**config.mk**
```make
export PLATFORM = sky130hd
export DESIGN_NAME = percentile_beat_detector_led_fade
export DESIGN_NICKNAME = d
export VERILOG_FILES = /design/src/rtl/pbd_pkg.sv /design/src/rtl/percentile_beat_detector_led_fade.sv /design/src/rtl/pbd_ring.sv /design/src/rtl/pbd_rank.sv /design/src/rtl/pbd_fade.sv
export VERILOG_INCLUDE_DIRS = /design/src /design/src/rtl
export SDC_FILE = /design/constraint.sdc
export NUM_CORES = 2
export LEC_CHECK = 0
export ABC_AREA = 0
export BUFFER_PORTS_ARGS = -buffer_cell sky130_fd_sc_hd__clkbuf_2
export CORE_ASPECT_RATIO = 1.1
export CORE_UTILIZATION = 40
export DETAILED_ROUTE_END_ITERATION = 6
export PLACE_DENSITY = 0.65
export SKIP_CTS_REPAIR_TIMING = 1
export SLEW_MARGIN = 0
export SYNTH_ARGS = -nofsm -noshare
export SYNTH_HDL_FRONTEND = slang
export SYNTH_HIERARCHICAL = 1
export SYNTH_SLANG_ARGS = --single-unit
```
**constraint.sdc**
```tcl
create_clock -name clk -period 6.75 [get_ports clk]
set_input_delay 1.0125 -clock clk [delete_from_list [all_inputs] [get_ports clk]]
set_output_delay 1.0125 -clock clk [all_outputs]
set_load 0.01 [all_outputs]
```
**src/rtl/percentile_beat_detector_led_fade_macros.svh**
```systemverilog
// Assertion macros shared by the beat detector RTL files.
`ifndef PERCENTILE_BEAT_DETECTOR_LED_FADE_MACROS_SVH
`define PERCENTILE_BEAT_DETECTOR_LED_FADE_MACROS_SVH
`ifndef SYNTHESIS
`define PBD_ASSERT(lbl, prop, msg) \
	lbl: assert property (@(posedge clk) disable iff (!arst_n) (prop)) else $error(msg);
`define PBD_ASSERT_NEXT(lbl, pre, post, msg) \
	lbl: assert property (@(posedge clk) disable iff (!arst_n) (pre) |=> (post)) else $error(msg);
`else
`define PBD_ASSERT(lbl, prop, msg)
`define PBD_ASSERT_NEXT(lbl, pre, post, msg)
`endif
`endif

```
**src/rtl/pbd_pkg.sv**
```systemverilog
// Package with the shared types, constants and fade tables of the beat detector.
`timescale 1ns / 1ps
package pbd_pkg;

	localparam int CFG_DATA_W = 16;
	localparam int THR_W      = 14;
	localparam int GAP_W      = 16;
	localparam int LEVEL_W    = 5;
	localparam int DUTY_W     = 8;
	localparam int HOLD_W     = 5;
	localparam int TIME_W     = 32;
	localparam int FADE_STEPS = 27;

	localparam logic [THR_W-1:0]   THR_RESET   = 14'd15;
	localparam logic [GAP_W-1:0]   GAP_RESET   = 16'd100;
	localparam logic [LEVEL_W-1:0] START_RESET = 5'd27;

	localparam logic [DUTY_W-1:0] INSTANT_HI_DUTY = 8'd190;
	localparam logic [DUTY_W-1:0] INSTANT_LO_DUTY = 8'd3;
	localparam logic [HOLD_W-1:0] INSTANT_HOLD    = 5'd16;

	localparam logic [DUTY_W-1:0] FADE_DUTY [0:FADE_STEPS] = '{
		8'd0,   8'd3,   8'd7,   8'd14,  8'd22,  8'd29,  8'd37,
		8'd44,  8'd52,  8'd59,  8'd67,  8'd74,  8'd81,  8'd89,
		8'd96,  8'd104, 8'd111, 8'd119, 8'd126, 8'd134, 8'd141,
		8'd149, 8'd156, 8'd163, 8'd171, 8'd178, 8'd186, 8'd190
	};

	localparam logic [HOLD_W-1:0] FADE_HOLD [0:FADE_STEPS] = '{
		5'd0, 5'd1, 5'd3, 5'd3, 5'd3, 5'd3, 5'd3,
		5'd3, 5'd3, 5'd5, 5'd5, 5'd5, 5'd5, 5'd6,
		5'd5, 5'd5, 5'd4, 5'd3, 5'd2, 5'd3, 5'd3,
		5'd3, 5'd3, 5'd2, 5'd2, 5'd2, 5'd2, 5'd2
	};

	typedef enum logic [1:0] {
		CFG_SILENCE_THR = 2'd0,
		CFG_BEAT_GAP    = 2'd1,
		CFG_INSTANT     = 2'd2,
		CFG_START_LEVEL = 2'd3
	} cfg_reg_t;

	typedef struct packed {
		logic beat_go;
		logic fade_go;
	} fade_ctl_t;

	typedef struct packed {
		logic              has;
		logic [DUTY_W-1:0] duty;
		logic [HOLD_W-1:0] hold;
	} fade_entry_t;

	function automatic fade_entry_t fade_lookup(logic [LEVEL_W-1:0] level, logic instant);
		fade_entry_t ent;
		ent = '0;
		if (instant) begin
			if (level == LEVEL_W'(2)) begin
				ent.has  = 1'b1;
				ent.duty = INSTANT_HI_DUTY;
				ent.hold = INSTANT_HOLD;
			end else if (level == LEVEL_W'(1)) begin
				ent.has  = 1'b1;
				ent.duty = INSTANT_LO_DUTY;
				ent.hold = INSTANT_HOLD;
			end
		end else if (level <= LEVEL_W'(FADE_STEPS)) begin
			ent.has  = 1'b1;
			ent.duty = FADE_DUTY[level];
			ent.hold = FADE_HOLD[level];
		end
		return ent;
	endfunction

endpackage

```
**src/rtl/percentile_beat_detector_led_fade.sv**
```systemverilog
// Top level of the percentile beat detector with LED fade output.
//
// The input channel takes one microphone sample and the millisecond time per
// transaction, accepted when in_valid is high and in_stall is low. The block
// holds in_stall high from that edge until the result is loaded into the
// output register, so it works on one transaction at a time.
// Each item visits every ring entry as a candidate and scans the whole ring
// with one shared pair of comparators through the single read port of the
// ring. A new transaction is accepted no earlier than the cycle after the
// result is loaded into the output register.
// The result sits in an output register; if out_stall holds it, the next
// result waits in the final state until that register is taken.
// Configuration writes use cfg_valid and cfg_ready and are always accepted;
// the user must make them only while the block is idle; nothing enforces it.
// Reset empties the ring (unwritten entries read as zeros) and sets the
// deadlines, fade level and registers to defaults; no clearing pass is needed.
`timescale 1ns / 1ps
`include "percentile_beat_detector_led_fade_macros.svh"
module percentile_beat_detector_led_fade import pbd_pkg::*; #(
	parameter int RING_DEPTH  = 64,
	parameter int SAMPLE_BITS = 14
) (
	input  logic                   clk,
	input  logic                   arst_n,
	input  logic                   in_valid,
	output logic                   in_stall,
	input  logic [SAMPLE_BITS-1:0] mic_sample,
	input  logic [TIME_W-1:0]      now_ms,
	output logic                   out_valid,
	input  logic                   out_stall,
	output logic                   beat,
	output logic                   led_write,
	output logic [DUTY_W-1:0]      led_duty,
	output logic [LEVEL_W-1:0]     fade_level_now,
	output logic [SAMPLE_BITS-1:0] ring_min,
	output logic [SAMPLE_BITS-1:0] low_pct,
	output logic [SAMPLE_BITS-1:0] median_value,
	output logic [SAMPLE_BITS-1:0] high_pct,
	output logic [SAMPLE_BITS-1:0] ring_max,
	input  logic                   cfg_valid,
	output logic                   cfg_ready,
	input  cfg_reg_t               cfg_index,
	input  logic [CFG_DATA_W-1:0]  cfg_data
);

	localparam int AW = $clog2(RING_DEPTH);
	localparam int SW = SAMPLE_BITS;

	typedef enum logic [2:0] {
		T_IDLE,
		T_RANK,
		T_BEAT,
		T_FADE,
		T_OUT
	} top_state_t;

	top_state_t         state_q;
	logic [SW-1:0]      sample_q;
	logic [TIME_W-1:0]  now_q;
	logic               phase_q;
	logic [THR_W-1:0]   thr_q;
	logic [GAP_W-1:0]   gap_q;
	logic               instant_q;
	logic [LEVEL_W-1:0] start_lvl_q;

	logic               out_valid_q;
	logic               beat_q;
	logic               led_write_q;
	logic [DUTY_W-1:0]  led_duty_q;
	logic [LEVEL_W-1:0] level_out_q;
	logic [SW-1:0]      min_q, lo_q, mid_q, hi_q, max_q;

	logic               in_acc;
	logic               rank_done;
	logic [AW-1:0]      rd_addr;
	logic [SW-1:0]      rd_data;
	logic               ring_wr;
	logic               out_load;
	fade_ctl_t          fade_ctl;
	logic [SW-1:0]      rk_min, rk_lo, rk_mid, rk_hi, rk_max;
	logic               fd_beat, fd_wr;
	logic [DUTY_W-1:0]  fd_duty;
	logic [LEVEL_W-1:0] fd_level;

	assign in_stall         = (state_q != T_IDLE);
	assign in_acc           = in_valid && !in_stall;
	assign cfg_ready        = 1'b1;
	assign ring_wr          = (state_q == T_FADE) && !phase_q;
	assign fade_ctl.beat_go = (state_q == T_BEAT);
	assign fade_ctl.fade_go = (state_q == T_FADE);
	assign out_load         = (state_q == T_OUT) && (!out_valid_q || !out_stall);

	pbd_ring #(
		.N  (RING_DEPTH),
		.SW (SW)
	) u_ring (
		.clk     (clk),
		.arst_n  (arst_n),
		.rd_addr (rd_addr),
		.rd_data (rd_data),
		.wr_en   (ring_wr),
		.wr_data (sample_q)
	);

	pbd_rank #(
		.N  (RING_DEPTH),
		.SW (SW)
	) u_rank (
		.clk          (clk),
		.arst_n       (arst_n),
		.start        (in_acc),
		.done         (rank_done),
		.rd_addr      (rd_addr),
		.rd_data      (rd_data),
		.ring_min     (rk_min),
		.low_pct      (rk_lo),
		.median_value (rk_mid),
		.high_pct     (rk_hi),
		.ring_max     (rk_max)
	);

	pbd_fade #(
		.SW (SW)
	) u_fade (
		.clk               (clk),
		.arst_n            (arst_n),
		.ctl               (fade_ctl),
		.sample            (sample_q),
		.now               (now_q),
		.lo                (rk_lo),
		.hi                (rk_hi),
		.silence_threshold (thr_q),
		.min_beat_gap_ms   (gap_q),
		.instant_mode      (instant_q),
		.fade_start_level  (start_lvl_q),
		.beat              (fd_beat),
		.led_write         (fd_wr),
		.led_duty          (fd_duty),
		.fade_level_now    (fd_level)
	);

	always_ff @(posedge clk) begin
		if (in_acc) begin
			sample_q <= mic_sample;
			now_q    <= now_ms;
		end
		if (out_load) begin
			beat_q      <= fd_beat;
			led_write_q <= fd_wr;
			led_duty_q  <= fd_duty;
			level_out_q <= fd_level;
			min_q       <= rk_min;
			lo_q        <= rk_lo;
			mid_q       <= rk_mid;
			hi_q        <= rk_hi;
			max_q       <= rk_max;
		end
	end

	always_ff @(posedge clk or negedge arst_n) begin
		if (!arst_n) begin
			state_q     <= T_IDLE;
			phase_q     <= 1'b0;
			out_valid_q <= 1'b0;
			thr_q       <= THR_RESET;
			gap_q       <= GAP_RESET;
			instant_q   <= 1'b0;
			start_lvl_q <= START_RESET;
		end else begin
			if (cfg_valid && cfg_ready) begin
				unique case (cfg_index)
					CFG_SILENCE_THR: thr_q       <= cfg_data[THR_W-1:0];
					CFG_BEAT_GAP:    gap_q       <= cfg_data[GAP_W-1:0];
					CFG_INSTANT:     instant_q   <= cfg_data[0];
					CFG_START_LEVEL: start_lvl_q <= cfg_data[LEVEL_W-1:0];
				endcase
			end
			if (out_valid_q && !out_stall && !out_load) begin
				out_valid_q <= 1'b0;
			end
			unique case (state_q)
				T_IDLE: begin
					if (in_acc) begin
						state_q <= T_RANK;
					end
				end
				T_RANK: begin
					if (rank_done) begin
						state_q <= T_BEAT;
					end
				end
				T_BEAT: state_q <= T_FADE;
				T_FADE: begin
					phase_q <= ~phase_q;
					state_q <= T_OUT;
				end
				T_OUT: begin
					if (out_load) begin
						out_valid_q <= 1'b1;
						state_q     <= T_IDLE;
					end
				end
				default: state_q <= T_IDLE;
			endcase
		end
	end

	assign out_valid      = out_valid_q;
	assign beat           = beat_q;
	assign led_write      = led_write_q;
	assign led_duty       = led_duty_q;
	assign fade_level_now = level_out_q;
	assign ring_min       = min_q;
	assign low_pct        = lo_q;
	assign median_value   = mid_q;
	assign high_pct       = hi_q;
	assign ring_max       = max_q;

	`PBD_ASSERT(a_done_in_rank, !rank_done || state_q == T_RANK, "Rank done outside rank phase.")
	`PBD_ASSERT_NEXT(a_busy_after_accept, in_acc, in_stall, "Block not busy after a transaction.")
	`PBD_ASSERT_NEXT(a_phase_toggles, state_q == T_FADE, phase_q != $past(phase_q), "Phase stuck.")

endmodule

```
**src/rtl/pbd_ring.sv**
```systemverilog
// Sample ring memory with its write pointer and fill tracking.
`timescale 1ns / 1ps
module pbd_ring import pbd_pkg::*; #(
	parameter int N  = 64,
	parameter int SW = 14
) (
	input  logic                 clk,
	input  logic                 arst_n,
	input  logic [$clog2(N)-1:0] rd_addr,
	output logic [SW-1:0]        rd_data,
	input  logic                 wr_en,
	input  logic [SW-1:0]        wr_data
);

	localparam int AW = $clog2(N);

	logic [SW-1:0] mem [0:N-1];
	logic [SW-1:0] rd_q;
	logic          vld_q;
	logic [AW-1:0] wpos_q;
	logic          full_q;
	logic [AW-1:0] wpos_nxt;

	assign wpos_nxt = (wpos_q == AW'(N - 1)) ? '0 : wpos_q + AW'(1);
	assign rd_data  = vld_q ? rd_q : '0;

	always_ff @(posedge clk) begin
		if (wr_en) begin
			mem[wpos_nxt] <= wr_data;
		end
		rd_q <= mem[rd_addr];
	end

	always_ff @(posedge clk or negedge arst_n) begin
		if (!arst_n) begin
			wpos_q <= '0;
			full_q <= 1'b0;
			vld_q  <= 1'b0;
		end else begin
			vld_q <= full_q || ((rd_addr != '0) && (rd_addr <= wpos_q));
			if (wr_en) begin
				wpos_q <= wpos_nxt;
				if (wpos_nxt == '0) begin
					full_q <= 1'b1;
				end
			end
		end
	end

endmodule

```
**src/rtl/pbd_rank.sv**
```systemverilog
// Rank selector that counts smaller and not-larger samples for each ring entry.
`timescale 1ns / 1ps
`include "percentile_beat_detector_led_fade_macros.svh"
module pbd_rank import pbd_pkg::*; #(
	parameter int N  = 64,
	parameter int SW = 14
) (
	input  logic                 clk,
	input  logic                 arst_n,
	input  logic                 start,
	output logic                 done,
	output logic [$clog2(N)-1:0] rd_addr,
	input  logic [SW-1:0]        rd_data,
	output logic [SW-1:0]        ring_min,
	output logic [SW-1:0]        low_pct,
	output logic [SW-1:0]        median_value,
	output logic [SW-1:0]        high_pct,
	output logic [SW-1:0]        ring_max
);

	localparam int AW    = $clog2(N);
	localparam int CW    = $clog2(N + 1);
	localparam int R_LO  = N / 20;
	localparam int R_MID = N / 2;
	localparam int R_HI  = N - N / 20;
	localparam int R_MX  = N - 1;

	typedef enum logic [2:0] {
		R_IDLE,
		R_CAND,
		R_LOAD,
		R_SCAN,
		R_DRAIN,
		R_CHECK
	} rank_state_t;

	rank_state_t   state_q;
	logic [AW-1:0] i_q;
	logic [AW-1:0] j_q;
	logic [SW-1:0] cand_q;
	logic [CW-1:0] less_q;
	logic [CW-1:0] leq_q;
	logic          done_q;
	logic [SW-1:0] min_q, lo_q, mid_q, hi_q, max_q;
	logic          is_lt;
	logic          is_le;

	assign is_lt = rd_data < cand_q;
	assign is_le = rd_data <= cand_q;

	always_comb begin
		unique case (state_q)
			R_CAND:  rd_addr = i_q;
			R_LOAD:  rd_addr = j_q;
			R_SCAN:  rd_addr = j_q;
			default: rd_addr = i_q;
		endcase
	end

	assign done         = done_q;
	assign ring_min     = min_q;
	assign low_pct      = lo_q;
	assign median_value = mid_q;
	assign high_pct     = hi_q;
	assign ring_max     = max_q;

	always_ff @(posedge clk) begin
		if (state_q == R_LOAD) begin
			cand_q <= rd_data;
		end
		if (state_q == R_CHECK) begin
			if ((less_q == '0) && (leq_q != '0)) begin
				min_q <= cand_q;
			end
			if ((less_q <= CW'(R_LO)) && (CW'(R_LO) < leq_q)) begin
				lo_q <= cand_q;
			end
			if ((less_q <= CW'(R_MID)) && (CW'(R_MID) < leq_q)) begin
				mid_q <= cand_q;
			end
			if ((less_q <= CW'(R_HI)) && (CW'(R_HI) < leq_q)) begin
				hi_q <= cand_q;
			end
			if ((less_q <= CW'(R_MX)) && (CW'(R_MX) < leq_q)) begin
				max_q <= cand_q;
			end
		end
	end

	always_ff @(posedge clk or negedge arst_n) begin
		if (!arst_n) begin
			state_q <= R_IDLE;
			i_q     <= '0;
			j_q     <= '0;
			less_q  <= '0;
			leq_q   <= '0;
			done_q  <= 1'b0;
		end else begin
			unique case (state_q)
				R_IDLE: begin
					done_q <= 1'b0;
					if (start) begin
						i_q     <= '0;
						state_q <= R_CAND;
					end
				end
				R_CAND: begin
					j_q     <= '0;
					state_q <= R_LOAD;
				end
				R_LOAD: begin
					less_q  <= '0;
					leq_q   <= '0;
					j_q     <= j_q + AW'(1);
					state_q <= R_SCAN;
				end
				R_SCAN: begin
					less_q <= less_q + CW'(is_lt);
					leq_q  <= leq_q + CW'(is_le);
					if (j_q == AW'(N - 1)) begin
						state_q <= R_DRAIN;
					end else begin
						j_q <= j_q + AW'(1);
					end
				end
				R_DRAIN: begin
					less_q  <= less_q + CW'(is_lt);
					leq_q   <= leq_q + CW'(is_le);
					state_q <= R_CHECK;
				end
				R_CHECK: begin
					if (i_q == AW'(N - 1)) begin
						done_q  <= 1'b1;
						state_q <= R_IDLE;
					end else begin
						i_q     <= i_q + AW'(1);
						state_q <= R_CAND;
					end
				end
				default: state_q <= R_IDLE;
			endcase
		end
	end

	`PBD_ASSERT(a_leq_ge_less, leq_q >= less_q, "Rank counts out of order.")
	`PBD_ASSERT_NEXT(a_done_pulse, done_q, !done_q && state_q == R_IDLE, "Done is not a single pulse.")
	`PBD_ASSERT_NEXT(a_check_after_drain, state_q == R_DRAIN, state_q == R_CHECK, "Drain did not lead to check.")

endmodule

```
**src/rtl/pbd_fade.sv**
```systemverilog
// Beat decision, refractory timing and LED fade sequencing.
`timescale 1ns / 1ps
module pbd_fade import pbd_pkg::*; #(
	parameter int SW = 14
) (
	input  logic               clk,
	input  logic               arst_n,
	input  fade_ctl_t          ctl,
	input  logic [SW-1:0]      sample,
	input  logic [TIME_W-1:0]  now,
	input  logic [SW-1:0]      lo,
	input  logic [SW-1:0]      hi,
	input  logic [THR_W-1:0]   silence_threshold,
	input  logic [GAP_W-1:0]   min_beat_gap_ms,
	input  logic               instant_mode,
	input  logic [LEVEL_W-1:0] fade_start_level,
	output logic               beat,
	output logic               led_write,
	output logic [DUTY_W-1:0]  led_duty,
	output logic [LEVEL_W-1:0] fade_level_now
);

	logic [LEVEL_W-1:0] level_q;
	logic [TIME_W-1:0]  beat_dl_q;
	logic [TIME_W-1:0]  blink_dl_q;
	logic               beat_q;
	logic               wr_q;
	logic [DUTY_W-1:0]  duty_q;
	logic [SW-1:0]      spread;
	logic               hit;
	fade_entry_t        ent;

	assign spread = hi - lo;
	assign hit    = ((sample > hi) || (sample < lo)) &&
			(TIME_W'(spread) > TIME_W'(silence_threshold)) && (now > beat_dl_q);
	assign ent    = fade_lookup(level_q, instant_mode);

	assign beat           = beat_q;
	assign led_write      = wr_q;
	assign led_duty       = duty_q;
	assign fade_level_now = level_q;

	always_ff @(posedge clk or negedge arst_n) begin
		if (!arst_n) begin
			level_q    <= '0;
			beat_dl_q  <= '0;
			blink_dl_q <= '0;
			beat_q     <= 1'b0;
			wr_q       <= 1'b0;
			duty_q     <= '0;
		end else begin
			if (ctl.beat_go) begin
				beat_q <= hit;
				wr_q   <= 1'b0;
				duty_q <= '0;
				if (hit) begin
					level_q   <= fade_start_level;
					beat_dl_q <= now + TIME_W'(min_beat_gap_ms);
				end
			end
			if (ctl.fade_go) begin
				if ((level_q != '0) && (now >= blink_dl_q)) begin
					if (ent.has) begin
						wr_q       <= 1'b1;
						duty_q     <= ent.duty;
						blink_dl_q <= now + TIME_W'(ent.hold);
					end
					level_q <= level_q - LEVEL_W'(1);
				end
			end
		end
	end

endmodule
```
## Word-level counts from Yosys, hierarchy flattened

Memory sizes are Yosys's and may differ from the RTL's. A register that Yosys moved wholly into a read port is not among the register bits.
Index checks and enable logic that the tools add are counted.

| storage, ports and cells | value |
|---|---|
| register bits after elaboration | 373 |
| memory bits (writable) | 896 |
| ROM bits | 416 |
| input bits | 69 |
| output and inout bits | 88 |
| logic and storage cells | 193 |
| memories | 3 |

| cells by class | value |
|---|---|
| add/subtract/negate cells | 9 |
| order comparisons | 18 |
| eq/ne operators | 25 |
| muxes and demuxes | 44 |
| bitwise gates (word level) | 2 |
| reduce and logical (&&, ||, !) cells | 53 |

Memory list:

| name | words | width | read ports | clocked after memory_dff | wr ports | line | text |
|---|---|---|---|---|---|---|---|
| u_ring.mem | 64 | 14 | 1 | 1 | 1 | pbd_ring.sv:17 | `logic [SW-1:0] mem [0:N-1];` |
| (no name shown) | 32 | 8 | 1 | 0 | 0 | pbd_pkg.sv:69 | `ent.duty = FADE_DUTY[level];` |
| (no name shown) | 32 | 5 | 1 | 0 | 0 | pbd_pkg.sv:70 | `ent.hold = FADE_HOLD[level];` |

Operator list:

| kind | count |
|---|---|
| 14-bit 2-to-1 mux | 5 |
| 8-bit 2-to-1 mux | 6 |
| 32-bit by 16-bit adder with 32-bit output | 1 |
| 32-bit by 5-bit adder with 32-bit output | 1 |
| 32-bit greater-or-equal comparator | 1 |
| 32-bit > comparator | 1 |
| 5-bit 2-to-1 mux | 6 |
| 6-bit 2-to-1 mux | 5 |
| 14-bit > comparator | 2 |
| 14-bit < comparator | 2 |
| 7-bit one-hot mux with 2 select lines | 2 |
| 2-bit AND reduction | 14 |
| 7-bit by 6-bit less-or-equal comparator with 1-bit output (second input constant) | 3 |
| 6-bit by 7-bit < comparator with 1-bit output (first input constant) | 3 |
| 6-bit by 1-bit adder with 6-bit output (second input constant) | 3 |
| 6-bit == test (second input constant) | 3 |
| 3-bit one-hot mux with 6 select lines | 1 |
| 6-bit one-hot mux with 3 select lines | 1 |
| 3-bit one-hot mux with 5 select lines | 1 |
| 7-bit by 1-bit adder with 7-bit output | 2 |
| 14-bit less-or-equal comparator | 1 |
| 1-bit logical AND | 14 |
| 14-bit subtractor | 1 |
| 3-bit by 2-bit == test with 1-bit output (second input constant) | 4 |
| 33 further kinds | 68 |

## Longest topological paths before layout

| depth | value |
|---|---|
| depth in word-level cells | 9 |
| gate-level depth with buffers | 22 |
| gate-level depth less buffers | 20 |

## Modules after synthesis

The synthesis kept the hierarchy.

Modules (own cells, without submodules):

| module | instances | cells an instance | area each (um^2) | sequential area each (um^2) |
|---|---|---|---|---|
| pbd_ring | 1 | 1699 | 35556.6 | 27386.3 |
| pbd_fade | 1 | 1011 | 8393.0 | 1976.9 |
| percentile_beat_detector_led_fade | 1 | 235 | 5575.3 | 4973.5 |
| pbd_rank | 1 | 341 | 4655.7 | 3273.1 |

## Least setup slack after synthesis

Ideal clock, no wire load.

| timing | value |
|---|---|
| path kind | input -> register |
| from | input port out_stall |
| to | register, netlist name beat |
| setup time | 0.556 ns |
| arrival | 5.145 ns |
| required time | 6.194 ns |
| slack | 1.049 ns |
| cell stages on the path | 1 |
| path buffers | 0 |
| cells stage by stage | a21oi_1 |

RTL lines:

| item | line | text |
|---|---|---|
| start: declaration | percentile_beat_detector_led_fade.sv:30 | `input logic out_stall,` |

## Final worst setup path

| timing | value |
|---|---|
| from | register u_rank.hi_q[0], in the netlist u_rank/high_pct[0] |
| to | register u_fade.beat_dl_q[25] |

| on the way | value |
|---|---|
| word-level cells in the longest chain between the ends | 5 |
| elaborated cells between the ends (all ways) | 7 |
| classes of those cells | add/sub: 1; order compare: 2; reduce/logical: 4 |

Ends and longest elaborated chain:

| item | line | text |
|---|---|---|
| start: declaration | pbd_rank.sv:44 | `logic [SW-1:0] min_q, lo_q, mid_q, hi_q, max_q;` |
| start signal: assignment | pbd_rank.sv:82 | `hi_q <= cand_q;` |
| 14-bit subtractor or 14-bit > comparator (tied branches) | pbd_fade.sv:33, pbd_fade.sv:34 |  |
| 14-bit > comparator or 1-bit logical OR (tied branches) | pbd_fade.sv:35, pbd_fade.sv:34 |  |
| 1-bit logical AND (*) | pbd_fade.sv:34 | `assign hit = ((sample > hi) \|\| (sample < lo)) &&` |
| 1-bit logical AND (*) | pbd_fade.sv:35 | `(TIME_W'(spread) > TIME_W'(silence_threshold)) && (now > beat_dl_q);` |
| 2-bit AND reduction (no source line) (*) | - |  |
| end signal: assignment | pbd_fade.sv:58 | `beat_dl_q <= now + TIME_W'(min_beat_gap_ms);` |
| end: declaration | pbd_fade.sv:24 | `logic [TIME_W-1:0] beat_dl_q;` |

Mark *: on every way between the ends. The rest lies on a longest branch, timed or not.
A chain may end at the register's enable or synchronous reset.

==> reports/metrics.cfg <==
[clock_network]
insertion_delay_ns=0.75
ctsHtreeMaxLevel=3
clock-sinks=1283
path_clk_slew_ns=0.07
cts_max_path_buffers=3
cts_buffers=118
root_buffer=clkbuf_16
cts_tree=yes

[logic_synthesis]
yosysMostFrequentCell=edfxtp_1
synth_nets=3538
synthFlopType=edfxtp_1
synth.largest_area_cell=edfxtp_1
synth_area_um2=54200
yosysTopAreaCellShare=0.616
synth.area.top_cells=edfxtp_1 62%, mux4_2 7.8%, dfrtp_1 6.8%, ha_1 4.2%, mux2i_1 2.0%
synth_commonest_cells=1111 x edfxtp_1, 188 x mux4_2, 183 x nor2_1
synth_area_per_cell_um2=16.5
yosysSeqAreaShare=0.694
synth_cells=3286
synth_cell_type_count=94
synthArstFlopShare=0.123
yosysWarnings=6
ys_seq_elements=1283
synth_edf_count=1111

[worst_setup_path]
worstPathArrival_ns=5.55
critPathKind=register to register
cp-start-kind=register
crit_path_end_kind=register
crit_fanout=35
worstPathRequired_ns=7.40

[die]
pin_count=157
die-area_um2=137000
start_util=0.403
row_count=141
fp.coreArea_um2=134000
die_w_um=353
die_h_um=388

[pwr]
ir_drop_mv=0.288
p_leak_nw=21.2
power_mw=20.6
p_per_area_nw_per_um2=336

[timing]
setup_tns_ns=0
drv_slew=0
max_slew_margin=0.0872
fmax_ghz=0.204
whs_ns=0.376
setup_viol_count_final=0
fin_skew_ns=0.0441
finalCritPeriodShare=0.726
hold_viol=0
max_slew.worst_pin.slew_ns=1.37
rsz0062_at_grt=false
fin_crit_ns=4.90

[global_route]
grt_pass1_wl_mm=192
track_usage=0.189
grt.overflow.total=0
grt_pass1_vias=29400
antenna_found_initial=0
grt_max_degree=98

[run]
drv_cap=0

[drt]
vias=29700
firstDrtPassIters=5
drc=0
ant_nets=0
via_per_inst=5.50
drt_iter0_drc=2933
routed_wl_mm=130
wl_per_cell_um=24.1

[hold_path]
min_path_type=input pin to asynchronous set/reset pin

[run_status]
outcome=finished, final reports clean

[placement]
hpwl_mm=82.2
portBuffers=155
gp_congestion=0.851

[cells_and_area]
layout-drive-gt1-share=0.205
area_growth_pct=12.8
final_util=0.455
nNetsFinal=3760

[worst max-delay path, stage by stage (launching register included)]
cell and delay, ns:
edfxtp_1 0.43, inv_1 0.09, ha_1 0.20, fa_1 0.22, nor2b_1 0.06, o21a_1 0.18, o21ai_1 0.14, nand2b_1 0.09
a31o_1 0.24, a41o_1 0.25, o41ai_1 0.31, xnor2_1 0.12, ha_1 0.31, nand4_1 0.14, o31ai_1 0.42, o211ai_2 0.20
nor2_4 0.77, buf_4 0.43, nor2_1 0.07, a21oi_1 0.12
[worst paths after layout]
kind,start,endpoint,slack [ns],depth (start not counted)
min in group clk,u_rank/median_value[11],median_value[11],0.42,0
max in group asynchronous,arst_n,u_rank/leq_q[1],4.88,2
min reg2reg,u_rank/median_value[11],median_value[11],0.42,0
max reg2reg,u_rank/high_pct[0],u_fade/beat_dl_q[25],1.85,19
max,u_rank/high_pct[0],u_fade/beat_dl_q[25],1.85,19
min,arst_n,phase_q,0.38,1
[per-stage QoR]
step / setup WS, ns / cells / area [µm²]
after CTS: 1.89 / 5395 / 61100
after floorplan: 1.05 / 3286 / 54200
after detailed placement: 1.93 / 5175 / 57300
final: 1.85 / 5396 / 61100
after global routing: 1.51 / 5395 / 61100
after global placement: 2.01 / 5175 / 57300
[power by group]
part	total (mW)	switching (mW)	leakage [nW]	internal (mW)
sequential	8.95	0.186	12.1	8.77
combinational	4.95	2.91	7.19	2.04
clock	6.66	2.94	1.89	3.71
[layout make-up]
class,count,area [µm²]
fillers,11600,73300
flip-flops and latches,1283,37600
multi-input cells,1705,15300
clock buffers,155,3260
well taps,1787,2240
repair buffers,238,1470
clock inverters,65,627
inverters,162,608
diodes,1,2.50
[cells by family after synthesis]
group,count (synthesis),synth area share
flip-flops,1283,0.694
AND/OR/NAND/NOR,576,0.0517
AO/OA/AOI/OAI,521,0.0642
multiplexers,346,0.109
buffers and inverters,298,0.0259
adder cells (fa/ha/maj),183,0.0427
XOR/XNOR,78,0.0126
other,1,0.0000692
[per-layer routing]
metal / routed length, µm / up-vias / GRT usage
met5: 0 / - / 0
met3: 7700 / 185 / 0.0261
met1: 54600 / 15200 / 0.255
met2: 63900 / 989 / 0.314
met4: 3730 / 0 / 0.0632
li1: - / 13300 / -
[sequential cells by signal, summed over array words and instances, names as in the netlist, 16 cells and up]
register	count
u_fade/beat_dl_q	32
u_ring/mem	896
now_q	32
gap_q	16
u_fade/blink_dl_q	32
[cells in the final DEF, fill, tap and decap left out, drive strengths merged, types with 109 or more instances in the layout]
cell type | Yosys | final
a21oi | 123 | 123
ha | 180 | 180
mux2i | 109 | 109
mux4 | 188 | 188
dfrtp | 147 | 147
nor2 | 184 | 184
edfxtp | 1111 | 1111
o21ai | 111 | 111
clkbuf | 46 | 309
inv | 161 | 166
nand2 | 157 | 157
Note: power is estimated with default switching activity, not from simulation.
